[config.mk]
export PLATFORM = sky130hd
export DESIGN_NAME = dual_wheel_step_speed_regulator
export DESIGN_NICKNAME = d
export VERILOG_FILES = /design/src/hdl/dwssr_pkg.sv /design/src/hdl/dwssr_lane.sv /design/src/hdl/dwssr_merge.sv /design/src/hdl/dual_wheel_step_speed_regulator.sv
export SDC_FILE = /design/constraint.sdc
export NUM_CORES = 1
export LEC_CHECK = 0
export ABC_AREA = 1
export BUFFER_PORTS_ARGS = -buffer_cell sky130_fd_sc_hd__buf_2
export CAP_MARGIN = 20
export CORE_MARGIN = 4
export CORE_UTILIZATION = 33
export DETAILED_ROUTE_END_ITERATION = 6
export GPL_TIMING_DRIVEN = 0
export HOLD_SLACK_MARGIN = 0.02
export SYNTH_ARGS = -nofsm -noshare
export SYNTH_HDL_FRONTEND = slang
export SYNTH_SLANG_ARGS = --single-unit
export TNS_END_PERCENT = 50
[constraint.sdc]
create_clock -name aclk -period 11.8 [get_ports aclk]
set_clock_uncertainty 0.05 [all_clocks]
set_input_delay 2.36 -clock aclk [delete_from_list [all_inputs] [get_ports aclk]]
set_output_delay 2.36 -clock aclk [all_outputs]
set_load 0.03 [all_outputs]
[src/hdl/dwssr_pkg.sv]
// Shared types and constants for the dual wheel step speed regulator.
// Used by the lane, merge and top-level modules; depends on nothing else.
package dwssr_pkg;

    localparam int SPEED_W = 16;
    localparam int TOL_W   = 15;
    localparam int LEVEL_W = 7;
    localparam int IDX_W   = 3;

    localparam logic [LEVEL_W-1:0] LEVEL_MAX = 7'd100;

    // Configuration register indexes.
    localparam logic [IDX_W-1:0] REG_LEFT_TARGET   = 3'd0;
    localparam logic [IDX_W-1:0] REG_RIGHT_TARGET  = 3'd1;
    localparam logic [IDX_W-1:0] REG_TOLERANCE     = 3'd2;
    localparam logic [IDX_W-1:0] REG_RUN_THRESHOLD = 3'd3;
    localparam logic [IDX_W-1:0] REG_LEFT_DIR      = 3'd4;
    localparam logic [IDX_W-1:0] REG_RIGHT_DIR     = 3'd5;

    // Per-wheel comparison results handed from a lane to the merge stage.
    typedef struct packed {
        logic above_thr;
        logic below_thr;
        logic too_fast;
        logic too_slow;
    } dwssr_flags_t;

endpackage

[src/hdl/dwssr_lane.sv]
// One wheel lane: compares a speed against the run threshold and its target band.
// Depends on dwssr_pkg for widths and the flag struct.
module dwssr_lane
    import dwssr_pkg::*;
(
    input  logic signed [SPEED_W-1:0] speed,
    input  logic signed [SPEED_W-1:0] target,
    input  logic        [TOL_W-1:0]   tolerance,
    input  logic signed [SPEED_W-1:0] run_threshold,
    output dwssr_flags_t              flags
);

    logic signed [SPEED_W:0] diff;
    logic signed [SPEED_W:0] tol_pos;
    logic signed [SPEED_W:0] tol_neg;

    // Signed error against the target, one bit wider so it cannot wrap.
    assign diff    = {speed[SPEED_W-1], speed} - {target[SPEED_W-1], target};
    assign tol_pos = {2'b00, tolerance};
    assign tol_neg = -tol_pos;

    // Threshold and dead-band comparisons.
    always_comb begin
        flags.above_thr = speed > run_threshold;
        flags.below_thr = speed < run_threshold;
        flags.too_fast  = diff > tol_pos;
        flags.too_slow  = diff < tol_neg;
    end

endmodule

[src/hdl/dwssr_merge.sv]
// Merge stage: combines both lanes' flags, updates the run latch and levels,
// and holds the result in the output register. Depends on dwssr_pkg.
module dwssr_merge
    import dwssr_pkg::*;
(
    input  logic               aclk,
    input  logic               aresetn,
    input  logic               in_valid,
    output logic               in_ready,
    input  dwssr_flags_t       left_flags,
    input  dwssr_flags_t       right_flags,
    input  logic               left_dir,
    input  logic               right_dir,
    output logic               out_valid,
    input  logic               out_ready,
    output logic [LEVEL_W-1:0] left_duty,
    output logic [LEVEL_W-1:0] right_duty,
    output logic               running
);

    logic               run_reg, run_next;
    logic [LEVEL_W-1:0] left_level_reg, left_level_next;
    logic [LEVEL_W-1:0] right_level_reg, right_level_next;
    logic               valid_reg;
    logic [LEVEL_W-1:0] left_duty_reg, right_duty_reg;
    logic               running_reg;
    logic               take;
    logic               stop;

    function automatic logic [LEVEL_W-1:0] step_level(
        input logic [LEVEL_W-1:0] level,
        input dwssr_flags_t       f
    );
        logic [LEVEL_W-1:0] r;
        r = level;
        if (f.too_fast) begin
            if (level != '0) r = level - 1'b1;
        end else if (f.too_slow) begin
            if (level < LEVEL_MAX) r = level + 1'b1;
        end
        return r;
    endfunction

    assign in_ready = !valid_reg || out_ready;
    assign take     = in_valid && in_ready;
    assign stop     = left_flags.below_thr || right_flags.below_thr;

    // Run latch and level update for the transaction being taken.
    always_comb begin
        run_next         = run_reg || (left_flags.above_thr && right_flags.above_thr);
        left_level_next  = left_level_reg;
        right_level_next = right_level_reg;
        if (run_next) begin
            if (stop) begin
                left_level_next  = '0;
                right_level_next = '0;
            end else begin
                left_level_next  = step_level(left_level_reg, left_flags);
                right_level_next = step_level(right_level_reg, right_flags);
            end
        end
    end

    // Control state and output valid.
    always_ff @(posedge aclk) begin
        if (!aresetn) begin
            run_reg         <= 1'b0;
            left_level_reg  <= '0;
            right_level_reg <= '0;
            valid_reg       <= 1'b0;
        end else begin
            if (take) begin
                run_reg         <= run_next;
                left_level_reg  <= left_level_next;
                right_level_reg <= right_level_next;
            end
            if (take) begin
                valid_reg <= 1'b1;
            end else if (out_ready) begin
                valid_reg <= 1'b0;
            end
        end
    end

    // Result payload with direction inversion applied.
    always_ff @(posedge aclk) begin
        if (take) begin
            left_duty_reg  <= left_dir ? LEVEL_MAX - left_level_next : left_level_next;
            right_duty_reg <= right_dir ? LEVEL_MAX - right_level_next : right_level_next;
            running_reg    <= run_next;
        end
    end

    assign out_valid  = valid_reg;
    assign left_duty  = left_duty_reg;
    assign right_duty = right_duty_reg;
    assign running    = running_reg;

endmodule

[src/hdl/dual_wheel_step_speed_regulator.sv]
// Dual wheel step speed regulator: an input transaction passes the input register
// stage and then the merge output register before the result is valid; throughput
// one transaction per cycle while m_tready accepts results.
// Reset (aresetn low, synchronous) clears the run latch, both levels, all
// configuration registers and the pipeline valid bits.
// Depends on dwssr_pkg, dwssr_lane and dwssr_merge.
module dual_wheel_step_speed_regulator
    import dwssr_pkg::*;
(
    input  logic             aclk,
    input  logic             aresetn,
    input  logic             s_tvalid,
    output logic             s_tready,
    input  logic [31:0]      s_tdata,   // [15:0] left_count, [31:16] right_count
    output logic             m_tvalid,
    input  logic             m_tready,
    output logic [15:0]      m_tdata,   // [6:0] left_duty, [13:7] right_duty, [14] running
    input  logic             cfg_valid,
    output logic             cfg_ready,
    input  logic [IDX_W-1:0] cfg_index,
    input  logic [15:0]      cfg_data
);

    logic signed [SPEED_W-1:0] left_target_reg, right_target_reg, run_threshold_reg;
    logic        [TOL_W-1:0]   tolerance_reg;
    logic                      left_dir_reg, right_dir_reg;

    logic                      stage_valid_reg;
    logic signed [SPEED_W-1:0] left_speed_reg, right_speed_reg;
    logic signed [SPEED_W-1:0] left_count, right_count, right_speed;

    dwssr_flags_t       left_flags, right_flags;
    logic               merge_ready;
    logic               s_take;
    logic [LEVEL_W-1:0] left_duty, right_duty;
    logic               running;

    // Configuration writes; out-of-range indexes are ignored.
    assign cfg_ready = 1'b1;
    always_ff @(posedge aclk) begin
        if (!aresetn) begin
            left_target_reg   <= '0;
            right_target_reg  <= '0;
            tolerance_reg     <= '0;
            run_threshold_reg <= '0;
            left_dir_reg      <= 1'b0;
            right_dir_reg     <= 1'b0;
        end else if (cfg_valid) begin
            unique case (cfg_index)
                REG_LEFT_TARGET:   left_target_reg   <= cfg_data;
                REG_RIGHT_TARGET:  right_target_reg  <= cfg_data;
                REG_TOLERANCE:     tolerance_reg     <= cfg_data[TOL_W-1:0];
                REG_RUN_THRESHOLD: run_threshold_reg <= cfg_data;
                REG_LEFT_DIR:      left_dir_reg      <= cfg_data[0];
                REG_RIGHT_DIR:     right_dir_reg     <= cfg_data[0];
                default: ;
            endcase
        end
    end

    // Right count is negated; the most negative count saturates to the top.
    assign left_count  = s_tdata[15:0];
    assign right_count = s_tdata[31:16];
    assign right_speed = (right_count == {1'b1, {(SPEED_W-1){1'b0}}}) ?
                         {1'b0, {(SPEED_W-1){1'b1}}} : -right_count;

    // Input register stage.
    assign s_tready = !stage_valid_reg || merge_ready;
    assign s_take   = s_tvalid && s_tready;

    always_ff @(posedge aclk) begin
        if (!aresetn) begin
            stage_valid_reg <= 1'b0;
        end else if (s_take) begin
            stage_valid_reg <= 1'b1;
        end else if (merge_ready) begin
            stage_valid_reg <= 1'b0;
        end
    end

    always_ff @(posedge aclk) begin
        if (s_take) begin
            left_speed_reg  <= left_count;
            right_speed_reg <= right_speed;
        end
    end

    // One comparison lane per wheel.
    dwssr_lane u_lane_left (
        .speed         (left_speed_reg),
        .target        (left_target_reg),
        .tolerance     (tolerance_reg),
        .run_threshold (run_threshold_reg),
        .flags         (left_flags)
    );

    dwssr_lane u_lane_right (
        .speed         (right_speed_reg),
        .target        (right_target_reg),
        .tolerance     (tolerance_reg),
        .run_threshold (run_threshold_reg),
        .flags         (right_flags)
    );

    // Merge the lanes, update state and register the result.
    dwssr_merge u_merge (
        .aclk        (aclk),
        .aresetn     (aresetn),
        .in_valid    (stage_valid_reg),
        .in_ready    (merge_ready),
        .left_flags  (left_flags),
        .right_flags (right_flags),
        .left_dir    (left_dir_reg),
        .right_dir   (right_dir_reg),
        .out_valid   (m_tvalid),
        .out_ready   (m_tready),
        .left_duty   (left_duty),
        .right_duty  (right_duty),
        .running     (running)
    );

    assign m_tdata = {1'b0, running, right_duty, left_duty};

endmodule
==> results of run 1 <==
through the flow:
step	util, %	power [mW]
4_1_cts	38.2	1.60
6_report	38.2	1.59
3_3_place_gp	36.2	1.07
5_1_grt	38.2	1.71
2_1_floorplan	-	0.943
3_5_place_dp	36.4	1.09
area by class of cell:
type,count,area [um2]
repair buffers,74,403
multi-input cells,1030,6280
clock inverters,15,134
fillers,3200,18900
flip-flops and latches,129,3050
inverters,197,739
well taps,396,495
plain buffers,34,155
clock buffers,17,425
cell usage in the layout (no fill, tap or decap), types with 6 or more instances in the layout:
| cell type | count |
|---|---|
| o21ai_0 | 103 |
| inv_1 | 185 |
| edfxtp_1 | 47 |
| nor2_1 | 77 |
| inv_2 | 10 |
| o21ai_1 | 6 |
| nand2_2 | 21 |
| ha_1 | 136 |
| nand4_1 | 15 |
| clkbuf_16 | 17 |
| o211ai_1 | 7 |
| xor2_1 | 51 |
| clkbuf_1 | 23 |
| a21oi_1 | 136 |
| xnor2_1 | 17 |
| nand3_1 | 83 |
| buf_2 | 79 |
| dfxtp_1 | 82 |
| o21bai_1 | 9 |
| o21a_1 | 6 |
| nor3_1 | 22 |
| nand2_1 | 279 |
| nand3b_1 | 6 |
| a31oi_1 | 10 |
kinds of logic after synthesis:
logic type	share of synthesized area (%)
buf+inv	8.74
mux	0.0978
fa+ha+maj	17.0
compound gates	15.3
other cells	0.0734
flops	29.8
simple gates	23.1
xor+xnor	5.82
worst max-delay path, delay by kind of cell:
kind,cells,cell delay (ns)
buffers and inverters,3,0.36
AND/OR/NAND/NOR,1,0.10
how the worst max path moves through the flow:
stage,startpoint,to,slack (ns),cells past startpoint
after floorplan,m_tready,s_tready,6.71,2
after global placement,m_tready,s_tready,6.57,4
after detailed placement,m_tready,s_tready,6.58,4
after CTS,m_tready,s_tready,6.58,4
after global routing,left_speed_reg[0],u_merge.left_duty[6],6.39,32
final,m_tready,s_tready,6.58,4
layer usage:
metal	global-route usage (%)	wire (um)	up-vias	part of all wire, %
met5	0	0	-	0
met4	4.58	482	0	1.8
met3	2.45	1100	34	4.0
met2	29.1	13400	166	49
met1	21.1	12400	4194	45
li1	-	-	4830	-
power breakdown:
group | switching (mW) | internal [mW] | total [mW]
clock network | 0.214 | 0.291 | 0.505
logic | 0.369 | 0.207 | 0.576
registers | 0.0151 | 0.491 | 0.506
==> flow_summary.yaml, run 1 <==
outcome:
  status: "finished, final reports clean"
worst_setup_path:
  crit_fanout: 3
  path_cells: "buf_2 > inv_1 > nand3_1 > buf_2"
  r2r_slack_ns: 6.90
  reg2reg_from: "left_speed_reg[0]"
  r2r_cells: 32
  r2r-end: "u_merge.left_duty[6]"
  crit_type: "input pin to primary output"
  worstPathRequired_ns: 9.39
  start_kind: "input pin"
  end_kind: "primary output"
  path_common_cell: "buf_2"
  arrival_ns: 2.81
  critPathSlowestCell: "buf_2"
  max_stage_delay_ns: 0.20
synthesis:
  yosys_warnings: 0
  ys_ff_latch: 129
  yosysTopAreaCellShare_pct: 16.6
  ys_types: 46
  synth_edf_count: 47
  synth_area_per_cell_um2: 7.36
  synthTopCellsByCount: "nand2_1 (279), inv_1 (185), a21oi_1 (136), ha_1 (136), o21ai_0 (103)"
  synth_async_sr_flop_share_pct: 0
  synth_area_leader_cell: "ha_1"
  synth_top_cells_by_area: "ha_1 (17%), dfxtp_1 (16%), edfxtp_1 (14%)"
  synthFlopType: "dfxtp_1"
  synth_area_um2: 10200
  syn_nets: 1584
  synth.most_common_cell: "nand2_1"
  synth.yosys.seq_area_share_pct: 29.8
  synthCells: 1390
timing:
  slew_violations: 0
  fin_crit_sh_pct: 44.3
  worst_hold_slack_ns: 0.410
  tightest_slew_ns: 0.609
  final_hold_viol_count: 0
  fmax_mhz: 192
  rsz0062_at_grt: "no"
  finalCriticalPeriod_ns: 5.22
  fin_setup_tns_ns: 0
  fin_ws_ns: 6.58
  relSlewSlack_pct: 59.1
  finalSetupViolations: 0
final_layout:
  area_delta_synth_final_pct: 14.2
  final_cells: 1892
  nets: 1677
  design_area_um2: 11700
  diodes: 0
  drive_gt1_share_pct: 11.6
clocking:
  postCtsSetupBuffers: 0
  clockBufferDepth: 2
  cts_buffers: 17
  h-tree-depth: 4
  cts_tree: "done"
  clk_latency_ns: 0.43
  cts.repair.resized: 0
  hold_buffers: 0
  cts.clk_slew.worst_paths_ns: 0.06
  cts.sinks: 129
  cts_root_buf: "clkbuf_16"
grt:
  grt_overflow: 0
  grt_max_degree: 27
  grt_usage_pct: 16.6
  antenna_found_initial: 0
  grt_pass1_vias: 9001
  grt_first_pass_wirelength_mm: 45.0
hold_path:
  holdPathStages: 2
  worstHoldStart: "left_target_reg[10]"
  min_to: "left_target_reg[10]"
  min_path_type: "register to register"
die:
  coreArea_um2: 30600
  ioPinCount: 75
  num_rows: 64
  start_util_pct: 33.4
  die_x_um: 184
  die_area_um2: 33900
  die_h_um: 184
power_and_ir_drop:
  peakVddDrop_mv: 0.0878
  leakage_nw: 5.39
  p_per_area_nw_per_um2: 136
routing:
  ant_nets: 0
  vias: 9224
  routed_wl_mm: 27.3
  firstDrtPassIters: 5
  avgRoutedWirePerCell_um: 14.5
  vias_per_cell: 4.88
  drc_errors: 0
  drtIter0Drc: 469
placed_design:
  gp_congestion: 0.894
  dpl_cell_area_um2: 11100
  dp_hpwl_mm: 22.9
  dp.cells: 1860
  portBuffers: 72
  dp_slack_ns: 6.58
job:
  drv_cap: 0
Note: power is estimated with default switching activity, not from simulation.
==> inputs of run 2 (changes only) <==
- clock period: 11.8 -> 4.4 ns (I/O delays scaled with it)
==> flow_summary.yaml, run 2 (same netlist as run 1, synthesis figures left out) <==
timing:
  fin_ws_ns: -0.0212
  finalCriticalPeriod_ns: 4.42
  relSlewSlack_pct: 59.1
  slew_violations: 0
  tightest_slew_ns: 0.609
  final_hold_viol_count: 0
  rsz0062_at_grt: "yes"
  fin_crit_sh_pct: 100
  fmax_mhz: 226
  finalSetupViolations: 2
placed_design:
  portBuffers: 72
  dp_hpwl_mm: 22.9
  dp_slack_ns: -0.506
  dpl_cell_area_um2: 11100
  gp_congestion: 0.894
  dp.cells: 1860
worst_setup_path:
  end_kind: "register"
  crit_start: "right_speed_reg[0]"
  path_common_cell: "nand2_2"
  start_kind: "register"
  crit_fanout: 5
  crit_type: "register to register"
  max_stage_delay_ns: 0.34
  arrival_ns: 4.57
  critPathSlowestCell: "edfxtp_1"
  reg2reg_from: "right_speed_reg[0]"
  worstPathRequired_ns: 4.55
clocking:
  cts_tree: "done"
  cts.sinks: 129
  h-tree-depth: 4
  clockBufferDepth: 2
  hold_buffers: 0
  cts_root_buf: "clkbuf_16"
  cts.clk_slew.worst_paths_ns: 0.06
  cts_buffers: 17
  clk_latency_ns: 0.43
die:
  ioPinCount: 75
  num_rows: 64
  start_util_pct: 33.4
  die_x_um: 184
  die_h_um: 184
  die_area_um2: 33900
  coreArea_um2: 30600
final_layout:
  final_cell_mix: "nand2_1 (253), inv_1 (179), a21oi_1 (131)"
  nFillCells: 3140
  area_delta_synth_final_pct: 22.1
  design_area_um2: 12500
  drive_gt1_share_pct: 19.3
  diodes: 0
  final_common_cell: "nand2_1"
  fin_util_pct: 40.8
  final_cells: 1938
  nets: 1723
grt:
  use_met2_pct: 30.2
  grt_overflow: 0
  busiest_layer: "met2"
  antenna_found_initial: 0
  grt_max_degree: 27
  grt_usage_pct: 17.1
  grtUsageMet1_pct: 21.7
  grt_util_met3_pct: 2.43
  grt_pass1_vias: 9307
  grt_first_pass_wirelength_mm: 46.6
routing:
  drtIter0Drc: 516
  vias_per_cell: 4.92
  vias: 9543
  firstDrtPassIters: 5
  drc_errors: 0
  ant_nets: 0
  routed_wl_mm: 28.8
  avgRoutedWirePerCell_um: 14.9
power_and_ir_drop:
  p_per_area_nw_per_um2: 373
  p_total_mw: 4.66
  peakVddDrop_mv: 0.238
  leakage_nw: 5.70
job:
  drv_cap: 0
hold_path:
  worstHoldStart: "left_target_reg[10]"
  min_path_type: "register to register"
outcome:
  violations: "setup timing"
  status: "complete, but fails checks"
## run 2: cell count changes in the layout (fill, tap and decap cells not counted), moves of 6 or more
cell,change
buf_4,+38
buf_6,+7
ha_1,-10
ha_4,+7
inv_1,-6
nand2_1,-26
nand2_2,+16
nand2_4,+10
nand3_1,-16
nand3_2,+14
nor3_1,-6
## run 2: stage by stage
| stage | hold WS, ns | TNS (ns) |
|---|---|---|
| global placement | 0.395 | -2.97 |
| detailed placement | 0.402 | -3.84 |
| CTS | 0.410 | -0.0168 |
| finish | 0.410 | -0.0303 |
| global route | 0.427 | -1.36 |
| floorplan | 0.385 | 0 |
## run 2: timing repair
item,in CTS,in global routing
pin swaps,45,44
setup buffers,31,15
endpoints found under the setup margin,13,20
gates resized for setup,53,63
## run 2: metal layers
layer / wire length [um] / vias up / share of wire [%]
met5: 0 / - / 0
met4: 537 / 0 / 1.9
met3: 1070 / 38 / 3.7
met2: 14300 / 176 / 50
met1: 12900 / 4406 / 45
li1: - / 4923 / -
## run 2: power by group
part / internal, mW / total [mW] / switching [mW] / leakage [nW]
logic: 0.785 / 1.94 / 1.15 / 4.32
clock network: 0.781 / 1.36 / 0.582 / 0.261
registers: 1.32 / 1.36 / 0.0428 / 1.12
total: 2.88 / 4.66 / 1.78 / 5.70
## run 2: worst paths after layout
check	end	slack (ns)	cells past startpoint
max	u_merge.right_duty[4]	-0.02	29
min	left_target_reg[10]	0.41	2
max reg2reg	u_merge.right_duty[4]	-0.02	29
min reg2reg	left_target_reg[10]	0.41	2
## run 2: worst max-delay path, delay by kind of cell, from the launching register on
kind	cells	cell delay, ns
adder cells (fa/ha/maj)	4	0.89
AND/OR/NAND/NOR	14	1.53
buffers and inverters	6	0.42
flip-flops	1	0.34
AO/OA/AOI/OAI	4	0.67
XOR/XNOR	1	0.30
## run 2: cell type report
class | count | area, um2 | area share (%)
buffer | 34 | 155 | 1.24
sequential | 129 | 3050 | 24.4
tap | 396 | 495 | 3.97
multi-input combinational | 1030 | 6710 | 53.7
inverter | 197 | 742 | 5.94
clock buffer | 17 | 425 | 3.41
timing repair buffer | 120 | 772 | 6.18
clock inverter | 15 | 134 | 1.07
